`config.mk`:
```
export PLATFORM = sky130hd
export DESIGN_NAME = spt_ram
export DESIGN_NICKNAME = d
export VERILOG_FILES = /design/src/rtl/spt_ram.sv
export SDC_FILE = /design/constraint.sdc
export NUM_CORES = 1
export LEC_CHECK = 0
export BUFFER_PORTS_ARGS = -buffer_cell sky130_fd_sc_hd__buf_2
export CORE_UTILIZATION = 35
export DETAILED_ROUTE_END_ITERATION = 8
export GPL_TIMING_DRIVEN = 0
export SLEW_MARGIN = 10
export SYNTH_ARGS = -nofsm -noshare
export SYNTH_HDL_FRONTEND = slang
export SYNTH_SLANG_ARGS = --single-unit
```
`constraint.sdc`:
```
create_clock -name i_clk -period 2.2 [get_ports i_clk]
set_input_delay 0.11 -clock i_clk [delete_from_list [all_inputs] [get_ports i_clk]]
set_output_delay 0.11 -clock i_clk [all_outputs]
set_load 0.005 [all_outputs]
```
`src/rtl/spt_ram.sv`:
```
`timescale 1ns / 1ps
`default_nettype none
module spt_ram #(
    parameter int WIDTH = 8,
    parameter int DEPTH = 16
) (
    input  wire logic                     i_clk,
    input  wire logic                     i_we,
    input  wire logic [$clog2(DEPTH)-1:0] i_waddr,
    input  wire logic [WIDTH-1:0]         i_wdata,
    input  wire logic [$clog2(DEPTH)-1:0] i_raddr,
    output logic      [WIDTH-1:0]         o_rdata
);
    logic [WIDTH-1:0] r_mem [DEPTH];

    // write port, registered read port
    always_ff @(posedge i_clk) begin
        if (i_we) begin
            r_mem[i_waddr] <= i_wdata;
        end
        o_rdata <= r_mem[i_raddr];
    end
endmodule
`default_nettype wire

```
# Word level (Yosys, flattened, before mapping)
# Memory sizes are Yosys's and may differ from the RTL's. A register that Yosys moved wholly into a read port is not among the register bits.
# Index checks and enable logic that the tools add are counted.
# Widths: inputs -> output; s select.
totals:
  register_bits: 0
  ramBits: 128
  in_bits: 18
  out_inout_bits: 8
  word_cells: 3
  mem_count: 1
memory_table:
  columns: ["name", "words", "width", "rd", "rd_clocked_by_memory_dff", "wr", "line", "text"]
  rows:
  - ["r_mem", 16, 8, 1, 1, 1, "14", "logic [WIDTH-1:0] r_mem [DEPTH];"]
op_classes:
  mux: 2
op_table:
  columns: ["cell", "count"]
  rows:
  - ["$mux 1", 2]

# Logic depth before layout (Yosys ltp)
logic_depth:
  word_depth: 2
  depth_mapped: 5

# Worst setup path before layout
# No wires, ideal clock.
synth_path:
  path_kind: "input to register"
  startpoint: "in i_waddr[2]"
  endpoint: "mem r_mem[0][0] (enable)"
  arrival_time_ns: 1.220
  required_ns: 1.817
  slack_ns: 0.597
  cell_stages: 2
  path_cell_list: "or3b_2 nor3_1"
synth_rtl:
  columns: ["item", "line", "text"]
  rows:
  - ["from (decl)", "9", "input wire logic [$clog2(DEPTH)-1:0] i_waddr,"]
  - ["to (decl)", "14", null]
# Straight into the memory's write port.

==> results.py <==
metrics = {
    "global_route": {
        "grt_pass1_vias": 2479,
        "grt_usage": 0.152,
        "antenna_found_initial": 0,
        "grt-ovfl-total": 0,
        "grt_max_degree": 17,
        "grt_first_pass_wirelength_mm": 15.1,
    },
    "yosys": {
        "synth_fp_nets": 247,
        "synth-edff-count": 128,
        "ys_warn_count": 0,
        "syn_area_um2": 5150,
        "avgSynthCellArea_um2": 22.5,
        "synthCells": 229,
        "ys_seq_area_frac": 0.778,
        "ys_types": 19,
        "ys_async_sr_fraction": 0,
        "synthFlopType": "edfxtp_1",
        "synth-seq-cells": 136,
    },
    "critical_path": {
        "critPathMaxFanout": 1,
        "critPathKind": "flop to flop",
        "startpoint": "r_mem[2][3]",
        "cp-end-kind": "flop",
        "r2r-start": "r_mem[2][3]",
        "required_ps": 2490,
        "cp.arrival_ps": 1850,
        "startpoint_type": "flop",
    },
    "clock_network": {
        "cts.sinks": 136,
        "cts_buffer_depth": 2,
        "post_cts_buffers": 0,
        "clk-insertion-delay-late_ps": 420,
        "clkTransAtPathRegs_ps": 60,
        "clockRootBuffer": "clkbuf_16",
        "numCtsBuffers": 17,
        "holdBufCountCts": 0,
        "cts_tree": "built",
        "cts_resized": 0,
        "cts-htree-levels": 4,
    },
    "floorplanning": {
        "core_um2": 14100,
        "start_util": 0.365,
        "die_h_um": 123,
        "dieWidth_um": 123,
        "die-area_um2": 15200,
        "placementRows": 43,
        "ioPinCount": 26,
    },
    "place": {
        "place.gp.congestion": 0.787,
        "dpl.hpwl_mm": 6.44,
        "dp_slack_ps": 348,
        "io_buffers": 24,
    },
    "layout": {
        "drive_gt1_frac": 0.288,
        "diodes": 0,
        "final_nets": 290,
        "fin_util": 0.430,
        "area_growth_pct": 17.7,
        "final_common_cell": "edfxtp_1",
        "most-common-layout-cells": "edfxtp_1, buf_2, mux4_2, clkbuf_16, a22oi_1",
    },
    "detailed_routing": {
        "viasPerCell": 5.12,
        "first_pass_iters": 4,
        "m1WireLength_mm": 4.19,
        "antenna_left": 0,
        "routed-wl-met3_um": 715,
        "drt-initial-drc-count": 191,
        "route.vias.total": 2382,
        "drc_errors": 0,
        "wl_per_cell_um": 21.6,
        "dr.max_layer_used": "met4",
        "wl_met2_mm": 5.03,
        "routed_wl_mm": 10.0,
    },
    "outcome": {
        "status": "completed",
    },
    "pwr": {
        "switching_share": 0.199,
        "p_switching_uw": 1160,
        "p_leak_uw": 0.00201,
        "p_clk_frac": 0.452,
        "p_seq_frac": 0.500,
        "power_frac_comb": 0.048,
        "vdd_drop_max_uv": 731,
        "p_per_area_nw_per_um2": 960,
        "p_int_uw": 4660,
    },
    "timing": {
        "hold_viol": 0,
        "skew_ps": 5.91,
        "setup_viol": 0,
        "finalMaxSlewViolations": 0,
        "finalCritPeriodShare": 0.707,
        "fin_ws_ps": 645,
        "min_period_ps": 1560,
        "setup-tns-final_ps": 0,
        "rsz0062_at_grt": "false",
        "tightestPinTransition_ps": 851,
        "fmax_mhz": 643,
        "timing.slew.headroom": 0.430,
    },
    "worst_hold_path": {
        "hold_start": "i_wdata[5]",
        "hp-class": "input pin to flop",
    },
    "job": {
        "maxCapViolCount": 0,
    },
}
path summary, 6_finish.rpt:
path / to / slack, ps / depth (start not counted)
max reg2reg: o_rdata[3] / 640 / 3
min reg2reg: o_rdata[1] / 680 / 3
max: o_rdata[3] / 640 / 3
min: r_mem[7][5] / 90 / 1
cell usage after synthesis (3+ instances only):
library cell	number	area, um^2
dfxtp_1	8	160
mux4_2	18	405
mux4_1	14	368
nor2_1	13	48.8
buf_6	3	33.8
buf_2	3	15.0
nand2_1	9	33.8
edfxtp_1	128	3840
a22oi_1	16	120
nor3_1	4	20.0
clkdlybuf4s25_2	3	30.0
through the flow:
| stage | power, uW | std cells | hold WS [ps] | area (um^2) |
|---|---|---|---|---|
| floorplan | 3110 | 229 | 209 | 5150 |
| global placement | 3240 | 433 | 490 | 5490 |
| CTS | 5860 | 465 | 77.8 | 6060 |
| global route | 6010 | 465 | 85.2 | 6060 |
| finish | 5820 | 465 | 94.3 | 6060 |
| detailed placement | 3250 | 433 | 487 | 5510 |
per-layer routing:
metal,up-vias,global-route usage
met1,1237,0.194
met3,10,0.0581
met4,0,0.0497
met2,76,0.240
met5,-,0
li1,1059,-
critical path, stage by stage (launching register included):
cell	delay (ps)
edfxtp_1	360
mux4_1	540
a22oi_1	430
nand2_1	100
registers in the layout, summed over array words and instances (netlist names):
register,cells
o_rdata,8
r_mem,128
cells by family after synthesis:
kind of cell,after synthesis,synth area share
flops,136,0.778
simple gates,35,0.0318
mux,32,0.150
compound gates,16,0.0233
buf+inv,10,0.0168
power groups by stage:
stage                     clock network (uW)  registers (uW)  logic (uW)
after floorplan                            0            2960         147
after global placement                     0            2960         275
after detailed placement                   0            2960         284
after CTS                               2670            2910         284
after global routing                    2790            2920         302
final                                   2630            2910         277
final cells by class:
class                           instances  area [um^2]
Sequential cell                       136         4000
Tap cell                              180          225
Clock buffer                           22          444
Buffer                                 10         86.3
Fill cell                            1262         8040
Clock inverter                         10          104
Timing Repair Buffer                   24          120
Multi-Input combinational cell         83         1080
Power figures use the tool's default switching activity.
